### src/design/ecmc_pkg.sv
// Shared types and constants for the EWMA clock margin classifier.
// Used by the divider, datapath, controller and top level.
package ecmc_pkg;

	localparam int FRAC_BITS  = 16;
	localparam int CLK_W      = 32;
	localparam int H_W        = 15;
	localparam int N_W        = 4;
	localparam int ALPHA_W    = 17;
	localparam int DVD_W      = 36;
	localparam int DSR_W      = 5;
	localparam int DIGIT_W    = 4;
	localparam int DIGITS     = DVD_W / DIGIT_W;
	localparam int CNT_W      = 4;
	localparam int IN_DATA_W  = 24;
	localparam int OUT_DATA_W = 72;

	localparam logic [ALPHA_W-1:0] ALPHA_ONE = 17'd65536;
	localparam logic [CLK_W-1:0]   INIT_CLOCK_RST = 32'd4194304;
	localparam logic [ALPHA_W-1:0] ALPHA_RST = 17'd3277;
	localparam logic signed [CLK_W-1:0] S32_MAX = 32'sh7FFF_FFFF;

	typedef enum logic [0:0] {
		REG_INITIAL_CLOCK = 1'b0,
		REG_ALPHA         = 1'b1
	} reg_idx_t;

	typedef enum logic [1:0] {
		VERDICT_VALID      = 2'd0,
		VERDICT_IMPOSSIBLE = 2'd1,
		VERDICT_TOO_LOW    = 2'd2,
		VERDICT_TOO_HIGH   = 2'd3
	} verdict_t;

	typedef enum logic [2:0] {
		ST_IDLE,
		ST_START,
		ST_WAIT,
		ST_MUL,
		ST_UPD
	} state_t;

	typedef struct packed {
		logic load;
		logic start;
		logic mul;
		logic upd;
	} dp_cmd_t;

	typedef struct packed {
		logic div_done;
		logic out_busy;
		logic last;
	} dp_status_t;

endpackage

### src/design/ewma_clock_margin_classifier.sv
// EWMA clock margin classifier, top level.
// Requests are accepted one at a time: ready returns once an item has passed the
// start, wait, multiply and update states; wait runs three 4-bit-per-cycle dividers.
// A result becomes valid when the last request of a run is updated and
// is held in an output register; a held result stalls the next run's last request.
// Asynchronous active-low reset restores defaults.
module ewma_clock_margin_classifier import ecmc_pkg::*; (
	input  logic                  clk,
	input  logic                  arst_n,
	input  logic                  cfg_we,
	input  logic                  cfg_index,
	input  logic [CLK_W-1:0]      cfg_data,
	input  logic                  s_axis_tvalid,
	output logic                  s_axis_tready,
	// interval[14:0], expected_half_clocks[18:15], zero fill
	input  logic [IN_DATA_W-1:0]  s_axis_tdata,
	input  logic                  s_axis_tlast,
	output logic                  m_axis_tvalid,
	input  logic                  m_axis_tready,
	// verdict[1:0], lower_margin[33:2], upper_margin[65:34], matched[66], zero fill
	output logic [OUT_DATA_W-1:0] m_axis_tdata
);

	dp_cmd_t    cmd;
	dp_status_t status;

	ecmc_ctrl u_ctrl (
		.clk, .arst_n,
		.in_valid(s_axis_tvalid),
		.in_ready(s_axis_tready),
		.status, .cmd
	);

	ecmc_datapath u_dp (
		.clk, .arst_n, .cmd, .status,
		.cfg_we, .cfg_index, .cfg_data,
		.in_data(s_axis_tdata),
		.in_last(s_axis_tlast),
		.out_valid(m_axis_tvalid),
		.out_ready(m_axis_tready),
		.out_data(m_axis_tdata)
	);

endmodule

### src/design/ecmc_div.sv
// Radix-16 restoring divider for a small divisor, four quotient bits a cycle.
// Uses ecmc_pkg for widths.
module ecmc_div import ecmc_pkg::*; (
	input  logic             clk,
	input  logic             arst_n,
	input  logic             start,
	input  logic [DVD_W-1:0] dividend,
	input  logic [DSR_W-1:0] divisor,
	output logic [DVD_W-1:0] quotient,
	output logic             done
);

	logic [DVD_W-1:0] dvd_q, quo_q, d;
	logic [DSR_W-1:0] dsr_q, rem_q, r;
	logic [CNT_W-1:0] cnt_q;
	logic             busy_q;
	logic [DIGIT_W-1:0] qb;
	logic [DSR_W:0]   t;

	always_comb begin
		r  = rem_q;
		d  = dvd_q;
		qb = '0;
		t  = '0;
		for (int i = 0; i < DIGIT_W; i++) begin
			t = {r, d[DVD_W-1]};
			d = {d[DVD_W-2:0], 1'b0};
			if (t >= {1'b0, dsr_q}) begin
				r = DSR_W'(t - {1'b0, dsr_q});
				qb[DIGIT_W-1-i] = 1'b1;
			end else begin
				r = t[DSR_W-1:0];
			end
		end
	end

	always_ff @(posedge clk or negedge arst_n) begin
		if (!arst_n) begin
			busy_q <= 1'b0;
			cnt_q  <= '0;
		end else if (start) begin
			busy_q <= 1'b1;
			cnt_q  <= CNT_W'(DIGITS - 1);
		end else if (busy_q) begin
			cnt_q <= cnt_q - 1'b1;
			if (cnt_q == '0) busy_q <= 1'b0;
		end
	end

	always_ff @(posedge clk) begin
		if (start) begin
			dvd_q <= dividend;
			dsr_q <= divisor;
			rem_q <= '0;
			quo_q <= '0;
		end else if (busy_q) begin
			dvd_q <= d;
			rem_q <= r;
			quo_q <= {quo_q[DVD_W-DIGIT_W-1:0], qb};
		end
	end

	assign quotient = quo_q;
	assign done     = !busy_q;

endmodule

### src/design/ecmc_datapath.sv
// Datapath: match test, bound divisions, margins, running minima, EWMA update
// and the result register. Uses ecmc_pkg and three ecmc_div lanes.
module ecmc_datapath import ecmc_pkg::*; (
	input  logic                  clk,
	input  logic                  arst_n,
	input  dp_cmd_t               cmd,
	output dp_status_t            status,
	input  logic                  cfg_we,
	input  logic                  cfg_index,
	input  logic [CLK_W-1:0]      cfg_data,
	input  logic [IN_DATA_W-1:0]  in_data,
	input  logic                  in_last,
	output logic                  out_valid,
	input  logic                  out_ready,
	output logic [OUT_DATA_W-1:0] out_data
);

	logic [CLK_W-1:0]   init_clock_q, clk_est_q, c_q;
	logic [ALPHA_W-1:0] alpha_q, a_q;
	logic [H_W-1:0]     h_q;
	logic [N_W-1:0]     n_q;
	logic               last_q, run_start_q, mism_q, out_valid_q;
	logic signed [CLK_W-1:0] lo_min_q, up_min_q, lm_q, um_q;
	logic [48:0]        p_keep_q, p_new_q;
	logic [OUT_DATA_W-1:0] out_q;

	logic [32:0] num4;
	logic [31:0] num2;
	logic [33:0] x;
	logic [36:0] lo_lim;
	logic [37:0] hi_lim;
	logic        fail;
	logic [DVD_W-1:0] dvd_lo, dvd_up, dvd_id, q_lo, q_up, q_id;
	logic [DSR_W-1:0] dsr_lo, dsr_up, dsr_id;
	logic        dn_lo, dn_up, dn_id;
	logic [CLK_W-1:0] ideal;
	logic signed [37:0] lower_b, upper_b, lm_w, um_w;
	logic signed [CLK_W-1:0] lm_s, um_s, lo_new, up_new;
	logic [49:0] acc;
	logic [33:0] acc_sh;
	logic [1:0]  verdict;
	logic        n_zero;

	assign n_zero = (n_q == '0);
	assign num4   = {h_q, 18'd0};
	assign num2   = {h_q, 17'd0};

	// round(2h/c) == n  <=>  2nc <= 4h*2^F + c < 2(n+1)c
	assign x      = {1'b0, num4} + 34'(c_q);
	assign lo_lim = 37'(n_q) * 37'({c_q, 1'b0});
	assign hi_lim = 38'({1'b0, n_q} + 5'd1) * 38'({c_q, 1'b0});
	assign fail   = (c_q == '0) || (37'(x) < lo_lim) || (38'(x) >= hi_lim);

	assign dvd_lo = DVD_W'(num4) + DVD_W'(n_q);
	assign dsr_lo = {n_q, 1'b1};
	assign dvd_up = n_zero ? '0 : DVD_W'(num4) + DVD_W'(n_q) - DVD_W'(1);
	assign dsr_up = n_zero ? DSR_W'(1) : DSR_W'({n_q, 1'b0} - 5'd1);
	assign dvd_id = DVD_W'(num2) + DVD_W'(n_q >> 1);
	assign dsr_id = n_zero ? DSR_W'(1) : DSR_W'(n_q);

	ecmc_div u_div_lo (.clk, .arst_n, .start(cmd.start), .dividend(dvd_lo),
		.divisor(dsr_lo), .quotient(q_lo), .done(dn_lo));
	ecmc_div u_div_up (.clk, .arst_n, .start(cmd.start), .dividend(dvd_up),
		.divisor(dsr_up), .quotient(q_up), .done(dn_up));
	ecmc_div u_div_id (.clk, .arst_n, .start(cmd.start), .dividend(dvd_id),
		.divisor(dsr_id), .quotient(q_id), .done(dn_id));

	assign ideal   = n_zero ? '1 : q_id[CLK_W-1:0];
	assign lower_b = signed'(38'(q_lo));
	assign upper_b = n_zero ? -signed'(38'(num4)) : signed'(38'(q_up));
	assign lm_w    = signed'(38'(c_q)) - lower_b;
	assign um_w    = upper_b - signed'(38'(c_q));

	function automatic logic signed [CLK_W-1:0] sat32(input logic signed [37:0] v);
		if (v > 38'sh0_7FFF_FFFF) return S32_MAX;
		if (v < -38'sh0_8000_0000) return 32'sh8000_0000;
		return v[CLK_W-1:0];
	endfunction

	assign lm_s = sat32(lm_w);
	assign um_s = sat32(um_w);

	assign acc    = 50'(p_keep_q) + 50'(p_new_q) + 50'd32768;
	assign acc_sh = acc[49:16];

	assign lo_new = (lm_q < lo_min_q) ? lm_q : lo_min_q;
	assign up_new = (um_q < up_min_q) ? um_q : up_min_q;

	always_comb begin
		if (lo_new > 0 && up_new > 0)
			verdict = VERDICT_VALID;
		else if (lo_new >= 0 && up_new >= 0 && !mism_q)
			verdict = VERDICT_VALID;
		else if (lo_new <= 0 && up_new <= 0)
			verdict = VERDICT_IMPOSSIBLE;
		else if (lo_new <= 0)
			verdict = VERDICT_TOO_LOW;
		else
			verdict = VERDICT_TOO_HIGH;
	end

	always_ff @(posedge clk or negedge arst_n) begin
		if (!arst_n) begin
			init_clock_q <= INIT_CLOCK_RST;
			alpha_q      <= ALPHA_RST;
			run_start_q  <= 1'b1;
			mism_q       <= 1'b0;
			lo_min_q     <= S32_MAX;
			up_min_q     <= S32_MAX;
			clk_est_q    <= '0;
			out_valid_q  <= 1'b0;
		end else begin
			if (cfg_we) begin
				case (cfg_index)
					REG_INITIAL_CLOCK: init_clock_q <= cfg_data;
					REG_ALPHA:         alpha_q      <= cfg_data[ALPHA_W-1:0];
					default:           ;
				endcase
			end
			if (out_valid_q && out_ready) out_valid_q <= 1'b0;
			if (cmd.load && run_start_q) begin
				run_start_q <= 1'b0;
				mism_q      <= 1'b0;
				lo_min_q    <= S32_MAX;
				up_min_q    <= S32_MAX;
			end
			if (cmd.start && fail) mism_q <= 1'b1;
			if (cmd.upd) begin
				if (last_q) begin
					run_start_q <= 1'b1;
					clk_est_q   <= '0;
					lo_min_q    <= S32_MAX;
					up_min_q    <= S32_MAX;
					mism_q      <= 1'b0;
					out_valid_q <= 1'b1;
				end else begin
					clk_est_q <= (acc_sh[33:32] != 2'b00) ? '1 : acc_sh[CLK_W-1:0];
					lo_min_q  <= lo_new;
					up_min_q  <= up_new;
				end
			end
		end
	end

	always_ff @(posedge clk) begin
		if (cmd.load) begin
			h_q    <= in_data[H_W-1:0];
			n_q    <= in_data[H_W+N_W-1:H_W];
			last_q <= in_last;
			c_q    <= run_start_q ? init_clock_q : clk_est_q;
			a_q    <= (alpha_q > ALPHA_ONE) ? ALPHA_ONE : alpha_q;
		end
		if (cmd.mul) begin
			p_keep_q <= 49'(ALPHA_ONE - a_q) * 49'(c_q);
			p_new_q  <= 49'(a_q) * 49'(ideal);
			lm_q     <= lm_s;
			um_q     <= um_s;
		end
		if (cmd.upd && last_q)
			out_q <= {5'd0, !mism_q, up_new, lo_new, verdict};
	end

	assign status.div_done = dn_lo & dn_up & dn_id;
	assign status.out_busy = out_valid_q & !out_ready;
	assign status.last     = last_q;
	assign out_valid       = out_valid_q;
	assign out_data        = out_q;

endmodule

### src/design/ecmc_ctrl.sv
// Controller state machine sequencing one item through the datapath.
// Uses ecmc_pkg for the state and command types.
module ecmc_ctrl import ecmc_pkg::*; (
	input  logic       clk,
	input  logic       arst_n,
	input  logic       in_valid,
	output logic       in_ready,
	input  dp_status_t status,
	output dp_cmd_t    cmd
);

	state_t state_q, state_d;

	always_ff @(posedge clk or negedge arst_n) begin
		if (!arst_n) state_q <= ST_IDLE;
		else         state_q <= state_d;
	end

	always_comb begin
		state_d  = state_q;
		cmd      = '0;
		in_ready = 1'b0;
		case (state_q)
			ST_IDLE: begin
				in_ready = 1'b1;
				if (in_valid) begin
					cmd.load = 1'b1;
					state_d  = ST_START;
				end
			end
			ST_START: begin
				cmd.start = 1'b1;
				state_d   = ST_WAIT;
			end
			ST_WAIT: begin
				if (status.div_done) state_d = ST_MUL;
			end
			ST_MUL: begin
				cmd.mul = 1'b1;
				state_d = ST_UPD;
			end
			ST_UPD: begin
				// A finished run waits here only while the previous result is still held.
				if (!(status.last && status.out_busy)) begin
					cmd.upd = 1'b1;
					state_d = ST_IDLE;
				end
			end
			default: state_d = ST_IDLE;
		endcase
	end

endmodule
### config.mk
export PLATFORM = sky130hd
export DESIGN_NAME = ewma_clock_margin_classifier
export DESIGN_NICKNAME = d
export VERILOG_FILES = /design/src/design/ecmc_pkg.sv /design/src/design/ewma_clock_margin_classifier.sv /design/src/design/ecmc_div.sv /design/src/design/ecmc_datapath.sv /design/src/design/ecmc_ctrl.sv
export SDC_FILE = /design/constraint.sdc
export NUM_CORES = 2
export LEC_CHECK = 0
export ABC_AREA = 1
export BUFFER_PORTS_ARGS = -buffer_cell sky130_fd_sc_hd__buf_2
export CAP_MARGIN = 10
export CORE_ASPECT_RATIO = 1.4
export CORE_UTILIZATION = 65
export DETAILED_ROUTE_END_ITERATION = 16
export GPL_ROUTABILITY_DRIVEN = 0
export PLACE_DENSITY = 0.78
export SYNTH_ARGS = -nofsm -noshare
export SYNTH_HDL_FRONTEND = slang
export SYNTH_SLANG_ARGS = --single-unit
### constraint.sdc
create_clock -name clk -period 17.7 [get_ports clk]
set_input_delay 0.885 -clock clk [delete_from_list [all_inputs] [get_ports clk]]
set_output_delay 0.885 -clock clk [all_outputs]
set_load 0.01 [all_outputs]
### Word level (Yosys, flattened, before mapping)

Cells that the tools add are included.

| word-level totals | value |
|---|---|
| bits in registers | 705 |
| logic and storage cells | 236 |
| output and inout port bits | 74 |
| RAM bits | 0 |
| memory bits (read-only) | 0 |
| latch bits | 0 |
| memories | 0 |
| bits of input ports | 63 |

| operators by class | value |
|---|---|
| reduce and logical (&&, ||, !) cells | 32 |
| mux-type cells | 95 |
| add/sub/neg operators | 27 |
| divide/modulo/power cells | 0 |
| equal/unequal tests | 7 |
| shift-type cells | 0 |
| bitwise logic cells | 4 |
| $mul | 4 |
| $lt $le $gt $ge | 27 |

Operators by type and width:

| operator | count |
|---|---|
| 32-bit two-way mux | 19 |
| 36-bit two-way mux | 7 |
| 38-bit by 32-bit > comparator with 1-bit output (second input constant) | 2 |
| 38-bit by 32-bit < comparator with 1-bit output (second input constant) | 2 |
| 6-bit by 5-bit greater-or-equal comparator with 1-bit output | 12 |
| 32-bit by 1-bit greater-or-equal comparator with 1-bit output (second input constant) | 2 |
| 32-bit by 1-bit > comparator with 1-bit output (second input constant) | 2 |
| 32-bit by 1-bit <= comparator with 1-bit output (second input constant) | 2 |
| 32-bit < comparator | 2 |
| 5-bit two-way mux | 12 |
| 5-bit subtractor | 12 |
| 49-bit by 49-bit adder with 50-bit output | 1 |
| 50-bit by 16-bit adder with 50-bit output (second input constant) | 1 |
| 17-bit by 32-bit multiplier with 49-bit output | 1 |
| 49-bit by 32-bit multiplier with 49-bit output | 1 |
| 1-bit two-way mux | 46 |
| 34-bit by 38-bit greater-or-equal comparator with 1-bit output | 1 |
| 38-bit by 32-bit multiplier with 37-bit output | 1 |
| 38-bit two-way mux | 1 |
| 33-bit negator with 38-bit output | 1 |
| 38-bit by 33-bit subtractor with 38-bit output | 1 |
| 34-bit by 37-bit < comparator with 1-bit output | 1 |
| 32-bit by 36-bit subtractor with 37-bit output | 1 |
| 4-bit by 32-bit multiplier with 36-bit output | 1 |
| 29 further kinds | 64 |

### Depth between registers and ports, before layout

| depth | value |
|---|---|
| depth in word-level cells | 8 |
| gate-level depth with buffers | 45 |
| mapped depth without buffers | 43 |

### Modules after synthesis

From an unflattened synthesis, not the netlist that was laid out.

| unflattened totals | value |
|---|---|
| cell total of the unflattened synthesis | 10542 |
| area total of the unflattened synthesis | 85665.9 um^2 |

Modules (own cells, without submodules):

| module | instances | cells an instance | sequential area each (um^2) | area each (um^2) |
|---|---|---|---|---|
| ecmc_datapath | 1 | 9039 | 12741.0 | 72455.7 |
| ecmc_div | 3 | 492 | 2177.1 | 4337.9 |
| ecmc_ctrl | 1 | 27 | 75.1 | 196.4 |

### Worst setup path after synthesis

Ideal clock, no wire load.

| timing path | value |
|---|---|
| path type | register to register |
| start | register u_ctrl.state_q[0] |
| end | register u_dp.lm_q[0] (enable) |
| path slack | 5.424 ns |
| path buffers | 0 |
| period minus slack after synthesis | 12.276 ns |
| required time | 16.816 ns |
| arrival time | 11.392 ns |
| library setup time | 0.884 ns |
| cell stages (with the launch flop) | 3 |
| path through | dfrtp_1 inv_1 nor3_1 |

| on the way | value |
|---|---|
| longest elaborated chain between the ends | 2 |

Ends and longest elaborated chain:

| element | line | RTL |
|---|---|---|
| start, declared | ecmc_ctrl.sv:12 | `state_t state_q, state_d;` |
| start signal, assigned | ecmc_ctrl.sv:16 | `else state_q <= state_d;` |
| 3-bit by 2-bit == test with 1-bit output | ecmc_ctrl.sv:23 | `case (state_q)` |
| 1-bit two-way mux | ecmc_ctrl.sv:23 |  |
| end signal, assigned | ecmc_datapath.sv:156 | `lm_q <= lm_s;` |
| end, declared | ecmc_datapath.sv:23 | `logic signed [CLK_W-1:0] lo_min_q, up_min_q, lm_q, um_q;` |

Every way passes these cells.
A chain may end at the register's enable or synchronous reset.

### Worst setup path after layout

| timing path | value |
|---|---|
| start | register u_dp.a_q[0] |
| end | register u_dp.p_keep_q[48], data pin |

| on the way | value |
|---|---|
| longest elaborated chain between the ends | 2 |

Ends and longest elaborated chain:

| element | line | RTL |
|---|---|---|
| start, declared | ecmc_datapath.sv:19 | `logic [ALPHA_W-1:0] alpha_q, a_q;` |
| start signal, assigned | ecmc_datapath.sv:151 | `a_q <= (alpha_q > ALPHA_ONE) ? ALPHA_ONE : alpha_q;` |
| 17-bit by 17-bit subtractor with 18-bit output | ecmc_datapath.sv:154 | `p_keep_q <= 49'(ALPHA_ONE - a_q) * 49'(c_q);` |
| 49-bit by 32-bit multiplier with 49-bit output | ecmc_datapath.sv:154 |  |
| end signal, assigned | ecmc_datapath.sv:154 |  |
| end, declared | ecmc_datapath.sv:24 | `logic [48:0] p_keep_q, p_new_q;` |

Every way passes these cells.

==> impl_metrics.env <==
export IMPL_clk_pin_slew_worst_paths_ns=0.09
export IMPL_ant_nets=0
export IMPL_firstDrtPassIters=7
export IMPL_io_pins=137
export IMPL_finalSetupViolations=0
export IMPL_rsz0062_at_grt="false"
export IMPL_wirelength_mm=260
export IMPL_synth_area_um2=88700
export IMPL_io_buffers=126
export IMPL_cts_max_level=3
export IMPL_cts_tree="yes"
export IMPL_syn_to_final_growth_pct=5.49
export IMPL_start_util_pct=65.4
export IMPL_reg2regPathDepth=43
export IMPL_worst_path_max_fanout=34
export IMPL_register_area_um2=19100
export IMPL_max_stage_delay_ns=0.78
export IMPL_crit_path_start_kind="flip-flop"
export IMPL_grt_pass1_wl_mm=410
export IMPL_grt_start_max_net_pins=164
export IMPL_cpMostUsedCell="inv_1"
export IMPL_clock_skew_ns=0.0751
export IMPL_vias=73388
export IMPL_synthArstFlopShare_pct=23.7
export IMPL_clock_path_buffers=3
export IMPL_core_um2=136000
export IMPL_syn_instance_count=10690
export IMPL_multi_input_area_um2=59200
export IMPL_period_share_pct=62.9
export IMPL_yosysUniqueCellTypes=71
export IMPL_syn_area_per_cell_um2=8.30
export IMPL_tns_ns=0
export IMPL_viasPerCell=5.88
export IMPL_max_cap_violations=0
export IMPL_cp_required_ns=18.18
export IMPL_root_buffer="clkbuf_16"
export IMPL_worst_slew_pin_slew_ns=1.22
export IMPL_min_path_type="in2async"
export IMPL_track_usage_pct=38.7
export IMPL_die_area_um2=138000
export IMPL_top_usage_layer="met2"
export IMPL_worst_ep_arrival_time_ns=11.62
export IMPL_wl_per_cell_um=20.8
export IMPL_cts_inserted_buffers=76
export IMPL_drv_slew=0
export IMPL_hold_buffers=0
export IMPL_die_y_um=439
export IMPL_use_met2_pct=64.3
export IMPL_min_period_ns=11.14
export IMPL_post_cts_buffers=0
export IMPL_synth_enable_flop_cells=414
export IMPL_ctsResizeCount=0
export IMPL_num_nets_final=12680
export IMPL_hold_viol_final=0
export IMPL_outcome="completed"
export IMPL_clock_latency_ns=0.73
export IMPL_path_class="reg2reg"
export IMPL_slowest_stage="inv_1"
export IMPL_slew_headroom_pct=17.7
export IMPL_clock_sink_count=699
export IMPL_yosys_warnings=0
export IMPL_dp_hpwl_mm=204
export IMPL_drt_iter0_drc=6506
export IMPL_ys_seq_area_share_pct=21.5
export IMPL_yosys_most_used_dff="edfxtp_1"
export IMPL_drive_above_1_share_pct=5.24
export IMPL_drc=0
export IMPL_row_count=160
export IMPL_die_x_um=314
export IMPL_antenna_found_initial=6
export IMPL_grtUsageMet1_pct=42.6
export IMPL_endpoint_kind="flip-flop"
export IMPL_grt_ovfl_total=0
export IMPL_ys_ff_latch=699
export IMPL_grt_pass1_vias=76893
export IMPL_fill_cells=10548
export IMPL_met3_usage_pct=7.57
export IMPL_fmaxAchievable_mhz=89.8
==> final timing paths <==
check / startpoint / end / slack, ns
worst max-delay path: u_dp.a_q[0] / u_dp.p_keep_q[48] / 6.56
min in group clk: s_axis_tdata[0] / u_dp.h_q[0] / 0.34
worst min-delay path: arst_n / u_dp.u_div_lo.cnt_q[3] / 0.08
max in group asynchronous: arst_n / u_dp.clk_est_q[22] / 16.33
worst min register to register: u_dp.u_div_id.rem_q[4] / u_dp.u_div_id.rem_q[4] / 0.46
worst max register to register: u_dp.a_q[0] / u_dp.p_keep_q[48] / 6.56
==> final cells by class <==
| cell class | instances | area share [%] |
|---|---|---|
| diodes | 2 | 0.00535 |
| well taps | 1782 | 2.38 |
| clock buffers | 98 | 2.19 |
| clock inverters | 43 | 0.635 |
| flip-flops and latches | 699 | 20.4 |
| inverters | 2395 | 9.60 |
| repair buffers | 230 | 1.54 |
| multi-input cells | 7237 | 63.3 |
==> per-stage QoR <==
stage               setup slack, ns  hold slack (ns)  cells  utilization (%)  cell area, µm²
floorplan                      5.42            0.428  10694                -           88800
global placement               6.87            0.445  12342             67.0           90900
detailed placement             6.79            0.443  12342             67.0           90900
CTS                            6.76           0.0610  12483             69.0           93600
global route                   6.00           0.0814  12485             69.0           93600
finish                         6.56           0.0777  12486             69.0           93600
==> synth_stat cells, types with 140 or more instances <==
master | n | area share (%)
inv_1 | 2364 | 10
nand2_1 | 2294 | 9.7
fa_1 | 1266 | 29
nor2_1 | 1023 | 4.3
ha_1 | 712 | 10
a21oi_1 | 452 | 2.5
edfxtp_1 | 414 | 14
clkbuf_1 | 288 | 1.2
o21ai_0 | 286 | 1.6
nand3_1 | 183 | 1.0
xor2_1 | 174 | 1.7
xnor2_1 | 140 | 1.4
==> cell usage in the layout, fill, tap and decap left out, drive strengths merged, types with 29 or more instances in the layout <==
cell type and n:
mux2 47, buf 230, dfstp 71, xor2 174, nand2 2310, nor2 1034, xnor2 140, ha 712
a31oi 72, a21oi 455, a21o 33, o22ai 73, nor4 37, nand3 187, inv 2388, clkbuf 98
fa 1266, o21bai 29, dfrtp 95, edfxtp 414, nor3 48, nand4 51, o21ai 308, dfxtp 119
o21a 37, clkinv 37, a22oi 93
==> registers in the layout, indices dropped and copies added (netlist names), 15 cells and up <==
signal	cells
u_dp.out_data	67
u_dp.p_keep_q	49
u_dp.p_new_q	49
u_dp.u_div_lo.dvd_q	36
u_dp.u_div_lo.quotient	36
u_dp.u_div_up.dvd_q	36
u_dp.u_div_up.quotient	36
u_dp.c_q	32
u_dp.clk_est_q	32
u_dp.init_clock_q	32
u_dp.lm_q	32
u_dp.lo_min_q	32
u_dp.u_div_id.dvd_q	32
u_dp.u_div_id.quotient	32
u_dp.um_q	32
u_dp.up_min_q	32
u_dp.a_q	17
u_dp.alpha_q	17
u_dp.h_q	15
==> worst max-delay path, delay by kind of cell, from the launching register on <==
family,cells,cell delay [ns]
compound gates,5,1.26
fa+ha+maj,10,4.58
buf+inv,13,2.18
flops,1,0.37
xor+xnor,1,0.15
simple gates,14,2.39
==> cells by family (layout without fill, tap and decap cells) <==
| kind of cell | Yosys count | in the layout | synth area share (%) |
|---|---|---|---|
| xor+xnor | 314 | 314 | 3.10 |
| buf+inv | 2758 | 2766 | 11.8 |
| mux | 47 | 47 | 0.596 |
| flops | 699 | 699 | 21.5 |
| simple gates | 3702 | 3702 | 16.5 |
| compound gates | 1191 | 1191 | 7.85 |
| other cells | 1 | 7 | 0.00423 |
| fa+ha+maj | 1978 | 1978 | 38.6 |
==> per-layer routing <==
layer	share of wire, %	vias up	routed length, µm
met5	0.016	-	42
met4	10	6	26900
met3	9.3	1314	24100
met2	47	3973	123000
met1	33	35461	85700
li1	-	32634	-
Power is left out: the tool's default activity adds up to more than one toggle a clock period on the data nets, which glitch-free logic cannot reach.
